[src/rtl/sbag_pkg.sv]
// sbag_pkg: shared types and constants of the scaled blit address generator
// depends on nothing; every other file of the block but sbag_stream_if refers to it by scoped names

package sbag_pkg;

	// field and register widths
	localparam int DIM_W     = 13;
	localparam int COORD_W   = 12;
	localparam int MODE_W    = 2;
	localparam int CFG_W     = 13;
	localparam int CFG_IDX_W = 3;

	// largest dimension used by the layout; larger register values are clamped
	localparam int MAX_DIM = 4096;

	// register indexes
	localparam logic [CFG_IDX_W-1:0] REG_SOURCE_WIDTH   = 3'd0;
	localparam logic [CFG_IDX_W-1:0] REG_SOURCE_HEIGHT  = 3'd1;
	localparam logic [CFG_IDX_W-1:0] REG_DISPLAY_WIDTH  = 3'd2;
	localparam logic [CFG_IDX_W-1:0] REG_DISPLAY_HEIGHT = 3'd3;
	localparam logic [CFG_IDX_W-1:0] REG_SCALE_MODE     = 3'd4;

	// register reset values
	localparam logic [DIM_W-1:0]  RST_SOURCE_WIDTH   = 13'd320;
	localparam logic [DIM_W-1:0]  RST_SOURCE_HEIGHT  = 13'd240;
	localparam logic [DIM_W-1:0]  RST_DISPLAY_WIDTH  = 13'd640;
	localparam logic [DIM_W-1:0]  RST_DISPLAY_HEIGHT = 13'd480;
	localparam logic [MODE_W-1:0] RST_SCALE_MODE     = 2'd1;

	// scale modes; any other code fits to the display
	localparam logic [MODE_W-1:0] MODE_STRETCH = 2'd0;
	localparam logic [MODE_W-1:0] MODE_ASPECT  = 2'd1;

	// shared arithmetic unit
	typedef enum logic [0:0] {
		ALU_MUL,
		ALU_DIV
	} alu_op_t;

	typedef struct packed {
		logic    start;
		alu_op_t op;
	} alu_ctl_t;

	typedef struct packed {
		logic busy;
		logic done;
	} alu_sts_t;

	// layout sequencer
	typedef enum logic [3:0] {
		LY_IDLE,
		LY_FW,
		LY_FH,
		LY_MULW,
		LY_MULH,
		LY_PROD,
		LY_PH,
		LY_PROD2,
		LY_IW,
		LY_CSTEP,
		LY_RSTEP,
		LY_DONE
	} ly_state_t;

	typedef struct packed {
		logic busy;
		logic done;
	} ly_sts_t;

	typedef struct packed {
		logic [DIM_W-1:0]   width;
		logic [DIM_W-1:0]   height;
		logic [COORD_W-1:0] off_col;
		logic [COORD_W-1:0] off_row;
	} layout_t;

	// raster walker control
	typedef struct packed {
		logic load;
		logic step;
	} rs_ctl_t;

	// top level item handling
	typedef enum logic [1:0] {
		TP_IDLE,
		TP_LAYOUT,
		TP_PIXEL
	} tp_state_t;

	// channel payloads
	typedef struct packed {
		logic restart;
	} adv_t;

	typedef struct packed {
		logic [COORD_W-1:0] src_col;
		logic [COORD_W-1:0] src_row;
		logic [COORD_W-1:0] dst_col;
		logic [COORD_W-1:0] dst_row;
		logic               frame_last;
		logic               bad_size;
	} pix_t;

endpackage

[src/rtl/sbag_raster.sv]
// sbag_raster: raster walker holding the layout and the per-pixel accumulators
// depends on sbag_pkg for the layout, control and pixel structs

module sbag_raster #(
	parameter int FRAC_BITS = 16,
	parameter int STEP_W    = 29
) (
	input  logic              clk,
	input  logic              arst_n,
	input  sbag_pkg::rs_ctl_t ctl,
	input  sbag_pkg::layout_t layout,
	input  logic [STEP_W-1:0] col_step,
	input  logic [STEP_W-1:0] row_step,
	output sbag_pkg::pix_t    pix
);

	localparam int DW = sbag_pkg::DIM_W;
	localparam int CW = sbag_pkg::COORD_W;

	logic [DW-1:0]        lw_q, lh_q;
	logic [CW-1:0]        ocol_q, orow_q;
	logic [STEP_W-1:0]    cstep_q, rstep_q;
	logic [DW-1:0]        out_col_q, out_row_q;
	logic [STEP_W-1:0]    col_acc_q;
	logic [FRAC_BITS-1:0] row_frac_q;
	logic [CW-1:0]        src_row_q;

	logic                 bad;
	logic                 col_end, row_end;
	logic [STEP_W:0]      rf_sum;
	logic [CW-1:0]        src_row_nx;

	// current pixel and next-row terms
	always_comb begin
		bad        = (lw_q == '0) || (lh_q == '0);
		col_end    = ({1'b0, out_col_q} + (DW+1)'(1)) == {1'b0, lw_q};
		row_end    = ({1'b0, out_row_q} + (DW+1)'(1)) == {1'b0, lh_q};
		rf_sum     = {{(STEP_W+1-FRAC_BITS){1'b0}}, row_frac_q} + {1'b0, rstep_q};
		src_row_nx = src_row_q + rf_sum[FRAC_BITS +: CW];
		if (bad) begin
			pix            = '0;
			pix.frame_last = 1'b1;
			pix.bad_size   = 1'b1;
		end else begin
			pix.src_col    = col_acc_q[FRAC_BITS +: CW];
			pix.src_row    = src_row_q;
			pix.dst_col    = ocol_q + out_col_q[CW-1:0];
			pix.dst_row    = orow_q + out_row_q[CW-1:0];
			pix.frame_last = col_end && row_end;
			pix.bad_size   = 1'b0;
		end
	end

	// layout copy, taken when a new layout is ready
	always_ff @(posedge clk) begin
		if (ctl.load) begin
			lw_q    <= layout.width;
			lh_q    <= layout.height;
			ocol_q  <= layout.off_col;
			orow_q  <= layout.off_row;
			cstep_q <= col_step;
			rstep_q <= row_step;
		end
	end

	// raster position and source accumulators
	always_ff @(posedge clk or negedge arst_n) begin
		if (!arst_n) begin
			out_col_q  <= '0;
			out_row_q  <= '0;
			col_acc_q  <= '0;
			row_frac_q <= '0;
			src_row_q  <= '0;
		end else if (ctl.load) begin
			out_col_q  <= '0;
			out_row_q  <= '0;
			col_acc_q  <= '0;
			row_frac_q <= '0;
			src_row_q  <= '0;
		end else if (ctl.step && !bad) begin
			if (col_end) begin
				out_col_q <= '0;
				col_acc_q <= '0;
				if (row_end) begin
					out_row_q  <= '0;
					src_row_q  <= '0;
					row_frac_q <= '0;
				end else begin
					out_row_q  <= out_row_q + DW'(1);
					src_row_q  <= src_row_nx;
					row_frac_q <= rf_sum[FRAC_BITS-1:0];
				end
			end else begin
				out_col_q <= out_col_q + DW'(1);
				col_acc_q <= col_acc_q + cstep_q;
			end
		end
	end

endmodule

[config.mk]
export PLATFORM = sky130hd
export DESIGN_NAME = sbag_raster
export DESIGN_NICKNAME = d
export VERILOG_FILES = /design/src/rtl/sbag_pkg.sv /design/src/rtl/sbag_raster.sv
export SDC_FILE = /design/constraint.sdc
export NUM_CORES = 1
export LEC_CHECK = 0
export BUFFER_PORTS_ARGS = -buffer_cell sky130_fd_sc_hd__buf_2
export CAP_MARGIN = 20
export CELL_PAD_IN_SITES_DETAIL_PLACEMENT = 0
export CELL_PAD_IN_SITES_GLOBAL_PLACEMENT = 1
export CORE_AREA = 2 2 205 207
export CTS_BUF_LIST = sky130_fd_sc_hd__clkbuf_8
export CTS_CLUSTER_DIAMETER = 80
export CTS_CLUSTER_SIZE = 24
export DETAILED_ROUTE_END_ITERATION = 16
export DIE_AREA = 0 0 207 209
export PLACE_DENSITY = 0.65
export SETUP_SLACK_MARGIN = 0.3
export SKIP_LAST_GASP = 1
export SYNTH_ARGS = -nofsm -noshare
export SYNTH_HDL_FRONTEND = slang
export SYNTH_SLANG_ARGS = --single-unit
[constraint.sdc]
create_clock -name clk -period 6.3 [get_ports clk]
set_clock_uncertainty 0.2 [all_clocks]
set_input_delay 1.26 -clock clk [delete_from_list [all_inputs] [get_ports clk]]
set_output_delay 1.26 -clock clk [all_outputs]
set_load 0.05 [all_outputs]
* Yosys cells after proc, flatten, opt, wreduce, memory -nomap -nowiden
Index checks and enable logic that the tools add are counted.
Storage, ports and cells: bits in registers 190, bits of input ports 112, output and inout port bits 50, logic and storage cells 50
Cells by class: $add $sub $neg 9, equality and inequality tests 2, multiplexer cells 19, reduce and logical (&&, ||, !) cells 9
Operator list (count):
- $mux 13 | 7
- $mux 29 | 3
- $mux 16 | 4
- $mux 50 | 1
- $mux 12 | 4
- $add 12x12->12 | 3
- $add 29x29->29 | 1
- $add 13x1->14 const B | 2
- $add 16x28->28 | 1
- $eq 14x13->1 | 2
- $add 13x1->13 const B | 2
- $logic_not 13->1 | 2
- $reduce_bool 2->1 | 2
- $logic_and 1x1->1 | 2
- $reduce_and 2->1 | 1
- $logic_not 1->1 | 1
- $logic_or 1x1->1 | 1

* Logic depth before layout (Yosys ltp)
Gate-level depths: netlist (run 1).
depth after elaboration 6, gate-level depth with buffers 22, gate-level depth less buffers 22

* Worst setup path after synthesis (run 1)
No wires, ideal clock.
kind reg2reg, from reg rstep_q[0], to reg src_row_q[10], setup time 0.122 ns, arrival 4.716 ns, data required time 5.978 ns, slack 1.263 ns, cell stages (with the launch flop) 23, path buffers 0, period minus slack after synthesis 5.037 ns, cells stage by stage edfxtp_1 ha_1 fa_1 a21o_1 a21o_1 a211oi_1 o22ai_1 o41a_1 a21o_1 a21oi_1 xnor2_1 ha_1 inv_1 fa_1 nor2b_1 o21ai_0 a21boi_0 o21ai_0 a21oi_1 o21ai_0 a21boi_0 o21ai_0 a32o_1
Between the ends: longest elaborated chain between the ends 6
RTL lines:
- start, declared | RTL line sbag_raster.sv:22 | logic [STEP_W-1:0] cstep_q, rstep_q;
- start signal, assigned | RTL line sbag_raster.sv:62 | rstep_q <= row_step;
- $add 16x28->28 | RTL line sbag_raster.sv:38 | rf_sum = {{(STEP_W+1-FRAC_BITS){1'b0}}, row_frac_q} + {1'b0, rstep_q};
- $add 12x12->12 | RTL line sbag_raster.sv:39 | src_row_nx = src_row_q + rf_sum[FRAC_BITS +: CW];
- $mux 12 | RTL line sbag_raster.sv:84 | if (row_end) begin
- $mux 12 | RTL line sbag_raster.sv:81 | if (col_end) begin
- $mux 12 | RTL line sbag_raster.sv:80 | end else if (ctl.step && !bad) begin
- $mux 12 | RTL line sbag_raster.sv:74 | end else if (ctl.load) begin
- end signal, assigned | RTL line sbag_raster.sv:90 | src_row_q <= src_row_nx;
- end, declared | RTL line sbag_raster.sv:26 | logic [CW-1:0] src_row_q;
No other way between the ends. The select of a mux whose other input is x is not followed. A chain may end at the register's enable or synchronous reset.

* Final worst setup path (run 1)
Ends and elaborated chain as after synthesis.

==> results.cfg, run 1 <==
[status]
status = finished clean

[logic_synthesis]
synth-edff-count = 106
synth_area_um2 = 11320
ys_warn_count = 0
avgSynthCellArea_um2 = 10.25
synth-main-ff-cell = edfxtp_1
ys_ff_latch = 188
synthCells = 1105
synth_cell_types = 72
syn_nets = 1300
yosysSeqAreaShare_pct = 46.23
async_reset_ff_share_pct = 43.62

[clock_tree]
ctsHtreeMaxLevel = 4
cts_max_path_buffers = 2
cts_sinks = 188
cts_buffers = 17
clkTransAtPathRegs_ns = 0.11
cts_tree = done
postCtsHoldBufs = 0
clock_latency_ns = 0.57
cts_root_buf = clkbuf_8

[critical_path]
cp_cell_sequence = ha_1 -> fa_1 -> a21o_1 -> a21o_1 -> a211oi_1 -> o22ai_1 -> o41a_1 -> a21o_1 -> a21oi_2 -> xnor2_1 -> ha_1 -> inv_1 -> fa_1 -> nor2b_1 -> o21ai_0 -> a21boi_1 -> o21ai_0 -> a21oi_1 -> o21ai_0 -> a21boi_0 -> o21ai_0 -> a32o_1
worstSetupStartpointType = register
reg2regPathDepth = 22
cp_common_cell = o21ai_0
slowest_delay_ns = 0.41
r2r_start = rstep_q[0]$_DFFE_PP_
crit_path_end_kind = register
cp.required_ns = 6.55
rrSetupSlack_ns = 0.77
crit_slowest_cell = fa_1
r2r-end = src_row_q[10]$_DFFE_PN0P_
worstSetupPathType = register to register
critPathMaxFanout = 6
worstPathArrival_ns = 5.79

[routing]
post-route-drc-count = 0
drt_iter0_drc = 349
vias = 8907
detail-route-antenna-nets = 0
dr.pass1.iters = 5
wire_per_inst_um = 17.12
wl_um = 31030
vias_per_cell = 4.913

[timing]
slew_violations = 0
rsz0062_at_grt = no
setup_viol = 0
worst_slew_pin_slew_ns = 1.096
post-route-period-util_pct = 87.82
fmax_mhz = 180.7
hold_viol_final = 0
min_period_ns = 5.533
whs_ns = 0.2855
max_slew_margin_pct = 26.84
setup_tns_ns = 0
worst_slack_ns = 0.7675

[cells_and_area]
final_cells = 1813
final_cell_mix = buf_2 (157), edfxtp_1 (106), nand2_1 (94), nor2_1 (83), dfrtp_1 (82)
fin_nets = 1454
num-fill-cells = 4307
fin_area_um2 = 13170
multiInputGateArea_um2 = 5831
area_growth_pct = 16.31
seq_area_um2 = 5235
final_util_pct = 31.90
drive_above_1_share_pct = 17.61
final_common_cell = buf_2

[global_route]
grt_usage_pct = 14.71
grt_pass1_vias = 8911
grt_max_degree = 49
grt_overflow_total = 0
grt_pass1_wl_um = 49310
antenna_found_initial = 3

[placed_design]
io_buffers = 159
dp.cells = 1779
routabilityCongestion = 0.8384
dp_slack_ns = 0.5563
post-dp-hpwl_um = 22350
placed_cell_area_um2 = 12730

[pwr]
power_mw = 3.300
vdd_drop_max_uv = 187.6
p_per_area_nw_per_um2 = 250.5
p_leak_nw = 5.678

[hold_path]
holdPathStages = 1
hp-class = register to register
hold_end = col_acc_q[27]$_DFFE_PN0P_
worstHoldStart = col_acc_q[27]$_DFFE_PN0P_

[floorplan]
dieArea_um2 = 43260
core-area_um2 = 41290
io_pins = 162
start_util_pct = 27.42
die-height_um = 209
row_count = 75
die_w_um = 207

[run]
cap_violations = 0
## Yosys cell counts (4+ instances only)
master      n  area [um^2]
a211o_1     4        35.03
a211oi_1   13        97.59
a21o_1     26        195.2
a21oi_1    52        260.3
a22o_1     15        131.4
a31oi_1     7        43.79
a32o_1      5        50.05
and2_1     10        62.56
and3_1     34        212.7
buf_2      13        65.06
clkbuf_1   18        67.56
dfrtp_1    82         2052
edfxtp_1  106         3183
fa_1        5        100.1
ha_1       78        975.9
inv_1      34        127.6
mux2i_1     5        50.05
nand2_1    94        352.8
nand2b_1   12        75.07
nand3_1    21        105.1
nand3b_1    5        37.54
nand4_1    10        62.56
nor2_1     83        311.6
nor2b_1    10        62.56
nor3_1     17        85.08
nor3b_1     6        45.04
nor4_1      9        56.30
o211ai_1   11        82.58
o21a_1      8        60.06
o21ai_0    79        395.4
o21ai_1    35        175.2
o21bai_1    8        60.06
o31ai_1    11        82.58
o41ai_1     6        52.55
or2_2       5        31.28
or3_1      12        75.07
xnor2_1    57        499.2
xor2_1     46        402.9
## worst max path at each step
stage | endpoint | startpoint | slack (ns) | cells after the start
after floorplan | src_row_q[10]$_DFFE_PN0P_ | rstep_q[0]$_DFFE_PP_ | 1.26 | 22
after global placement | src_row_q[11]$_DFFE_PN0P_ | rstep_q[0]$_DFFE_PP_ | 0.61 | 21
after detailed placement | src_row_q[11]$_DFFE_PN0P_ | rstep_q[0]$_DFFE_PP_ | 0.56 | 21
after CTS | src_row_q[11]$_DFFE_PN0P_ | rstep_q[0]$_DFFE_PP_ | 0.51 | 21
after global routing | src_row_q[11]$_DFFE_PN0P_ | rstep_q[0]$_DFFE_PP_ | 0.35 | 21
final | src_row_q[10]$_DFFE_PN0P_ | rstep_q[0]$_DFFE_PP_ | 0.77 | 22
## logic make-up after synthesis
family | synth area share (%)
muxes | 0.5414
AOI/OAI and AO/OA | 18.04
adders and majority gates | 9.503
and+or+nand+nor | 15.18
DFF | 46.23
xor gates and xnor gates | 7.967
buffers and inverters | 2.530
## cell type report
class                           instances  area share, %
Antenna cell                            2        0.03800
Clock buffer                           20          2.090
Clock inverter                         12          1.112
Inverter                               34         0.9690
Multi-Input combinational cell        849          44.27
Sequential cell                       188          39.75
Tap cell                              539          5.121
Timing Repair Buffer                  169          6.650
## where the power goes
| group | switching (mW) | leakage [nW] | total (mW) | internal, mW |
|---|---|---|---|---|
| clock | 0.462 | 0.215 | 0.881 | 0.420 |
| combinational | 0.569 | 3.30 | 0.924 | 0.355 |
| sequential | 0.0755 | 2.16 | 1.49 | 1.42 |
| total | 1.11 | 5.68 | 3.30 | 2.19 |
## layer usage
| layer | share of wire, % | up-vias | routed length (um) | track usage [%] |
|---|---|---|---|---|
| met5 | 0.042 | - | 13 | 0 |
| met4 | 1.5 | 2 | 456 | 5.271 |
| met3 | 3.4 | 24 | 1048 | 3.321 |
| met2 | 48 | 126 | 14970 | 24.41 |
| met1 | 47 | 4357 | 14540 | 18.78 |
| li1 | - | 4398 | - | - |
## state kept, by name (all words and copies together), names as in the netlist
register and count:
orow_q 12, lh_q 13, row_frac_q 16, out_row_q 13, ocol_q 12, col_acc_q 28, out_col_q 13, src_row_q 12
rstep_q 28, lw_q 13, cstep_q 28
## timing repair
item / in CTS / in global routing
endpoints found under the hold margin: 0 / 0
endpoints found under the setup margin: 0 / 2
gates resized for setup: 0 / 3
setup buffers: 0 / 0
## worst max-delay path: cells and delay by family (launching register included)
kind,cells,cell delay [ns]
fa+ha+maj,4,1.29
flops,1,0.38
compound gates,15,3.19
buf+inv,1,0.06
simple gates,1,0.12
xor+xnor,1,0.18
Note: power is estimated with default switching activity, not from simulation.
==> run 2: changes to the inputs <==
CORE_AREA = 2 2 162 164   (was 2 2 205 207)
CTS_CLUSTER_DIAMETER = 50   (was 80)
DIE_AREA = 0 0 164 166   (was 0 0 207 209)
PLACE_DENSITY = 0.9   (was 0.65)
==> results.cfg, run 2 (same netlist as run 1, synthesis figures left out) <==
[status]
status = finished clean

[floorplan]
row_count = 59
die-height_um = 166
io_pins = 162
core-area_um2 = 25620
die_w_um = 164
start_util_pct = 44.20
dieArea_um2 = 27220

[timing]
setup_tns_ns = 0
post-route-period-util_pct = 87.84
max_slew_margin_pct = 38.83
worst_slew_pin_slew_ns = 0.9166
fmax_mhz = 180.7
hold_viol_final = 0
rsz0062_at_grt = no
slew_violations = 0
setup_viol = 0
min_period_ns = 5.534

[global_route]
grt_usage_pct = 20.09
grt_max_degree = 65
grt_pass1_wl_um = 43750
antenna_found_initial = 1
grt_pass1_vias = 8753
grt_overflow_total = 0

[clock_tree]
cts_max_path_buffers = 2
cts_buffers = 17
cts_sinks = 188
ctsHtreeMaxLevel = 4
cts_resized = 0
clkTransAtPathRegs_ns = 0.10
cts_root_buf = clkbuf_8
post_cts_buffers = 0
clock_latency_ns = 0.47
cts_tree = done
postCtsHoldBufs = 0

[hold_path]
hp-class = register to register

[cells_and_area]
reg_top3 = col_acc_q (28), cstep_q (28), rstep_q (28)
num-fill-cells = 2304
final_cell_mix = buf_2 (157), edfxtp_1 (106), nand2_1 (94), nor2_1 (82), dfrtp_1 (82)
fin_nets = 1454
antenna_cells = 0
final_util_pct = 50.21
drive_above_1_share_pct = 17.69
final_common_cell = buf_2
area_growth_pct = 13.58
multiInputGateArea_um2 = 5816
seq_area_um2 = 5235

[pwr]
comb_power_share_pct = 28.8
clock_power_share_pct = 24.5
vdd_drop_max_uv = 162.6
p_leak_nw = 5.656
p_per_area_nw_per_um2 = 248.4
power.switching_mw = 1.120
switching_share_pct = 35.06
internal-power_mw = 2.075
p_seq_share_pct = 46.7

[routing]
wl_um = 27200
post-route-drc-count = 0
drt_iter0_drc = 599
dr.pass1.iters = 7
wire_per_inst_um = 16.93
vias = 8913
vias_per_cell = 5.546
detail-route-antenna-nets = 0

[placed_design]
routabilityCongestion = 0.8691
io_buffers = 159
post-dp-hpwl_um = 19300

[run]
cap_violations = 0

[critical_path]
crit_path_end_kind = register
worstPathArrival_ns = 5.69
worstSetupStartpointType = register
worstSetupPathType = register to register
critPathMaxFanout = 6
cp.required_ns = 6.45
run 2: worst paths after layout:
path                                           from                        end  slack [ns]  depth (start not counted)
hold / removal             col_acc_q[5]$_DFFE_PN0P_   col_acc_q[5]$_DFFE_PN0P_        0.29                          2
min in group asynchronous                    arst_n   out_row_q[5]$_DFFE_PN0P_        0.57                          1
max in group asynchronous                    arst_n  col_acc_q[18]$_DFFE_PN0P_        4.27                          2
hold reg to reg            col_acc_q[5]$_DFFE_PN0P_   col_acc_q[5]$_DFFE_PN0P_        0.29                          2
setup / recovery               rstep_q[0]$_DFFE_PP_  src_row_q[10]$_DFFE_PN0P_        0.77                         23
setup reg to reg               rstep_q[0]$_DFFE_PP_  src_row_q[10]$_DFFE_PN0P_        0.77                         23
run 2: stage by stage:
| step | setup slack [ns] | hold WS, ns | area, um^2 | power [mW] | std cells |
|---|---|---|---|---|---|
| 5_1_grt | 0.3145 | 0.3243 | 12860 | 3.382 | 1607 |
| 2_1_floorplan | 1.263 | 0.2425 | 11320 | 2.188 | 1105 |
| 6_report | 0.7661 | 0.2943 | 12860 | 3.195 | 1607 |
| 3_3_place_gp | 0.8685 | 0.2618 | 12470 | 2.407 | 1574 |
| 4_1_cts | 0.7836 | 0.2974 | 12850 | 3.221 | 1606 |
| 3_5_place_dp | 0.8339 | 0.2758 | 12470 | 2.428 | 1574 |
run 2: power by group through the flow:
stage | Clock, mW | Combinational, mW | Sequential [mW]
after floorplan | 0 | 0.695 | 1.49
after global placement | 0 | 0.893 | 1.51
after detailed placement | 0 | 0.911 | 1.52
after CTS | 0.810 | 0.918 | 1.49
after global routing | 0.861 | 1.01 | 1.51
final | 0.784 | 0.919 | 1.49
run 2: per-layer routing:
metal	GRT usage, %	vias to the layer above	routed length (um)
met5	0	-	13
met2	34.95	196	13580
li1	-	4392	-
met4	4.233	2	301
met1	26.11	4295	12290
met3	3.621	28	1020
run 2: area by class of cell:
cell class,count,area share [%]
Tap cell,335,3.259
Sequential cell,188,40.70
Timing Repair Buffer,169,6.868
Inverter,34,0.9923
Clock inverter,14,1.031
Multi-Input combinational cell,849,45.22
Clock buffer,18,1.926
run 2: worst max-delay path, stage by stage, from the launching register on:
cell and delay [ns]:
edfxtp_1 0.39, ha_1 0.25, fa_1 0.42, a21o_1 0.18, a21o_1 0.21, a211oi_1 0.36
o22ai_1 0.15, o41a_1 0.36, a21o_1 0.19, a21oi_1 0.13, buf_4 0.16, xnor2_1 0.13
ha_1 0.22, inv_1 0.06, fa_1 0.40, nor2b_1 0.13, o21ai_0 0.10, a21boi_0 0.33
o21ai_0 0.16, a21oi_1 0.19, o21ai_0 0.13, a21boi_0 0.23, o21ai_0 0.10, a32o_1 0.26
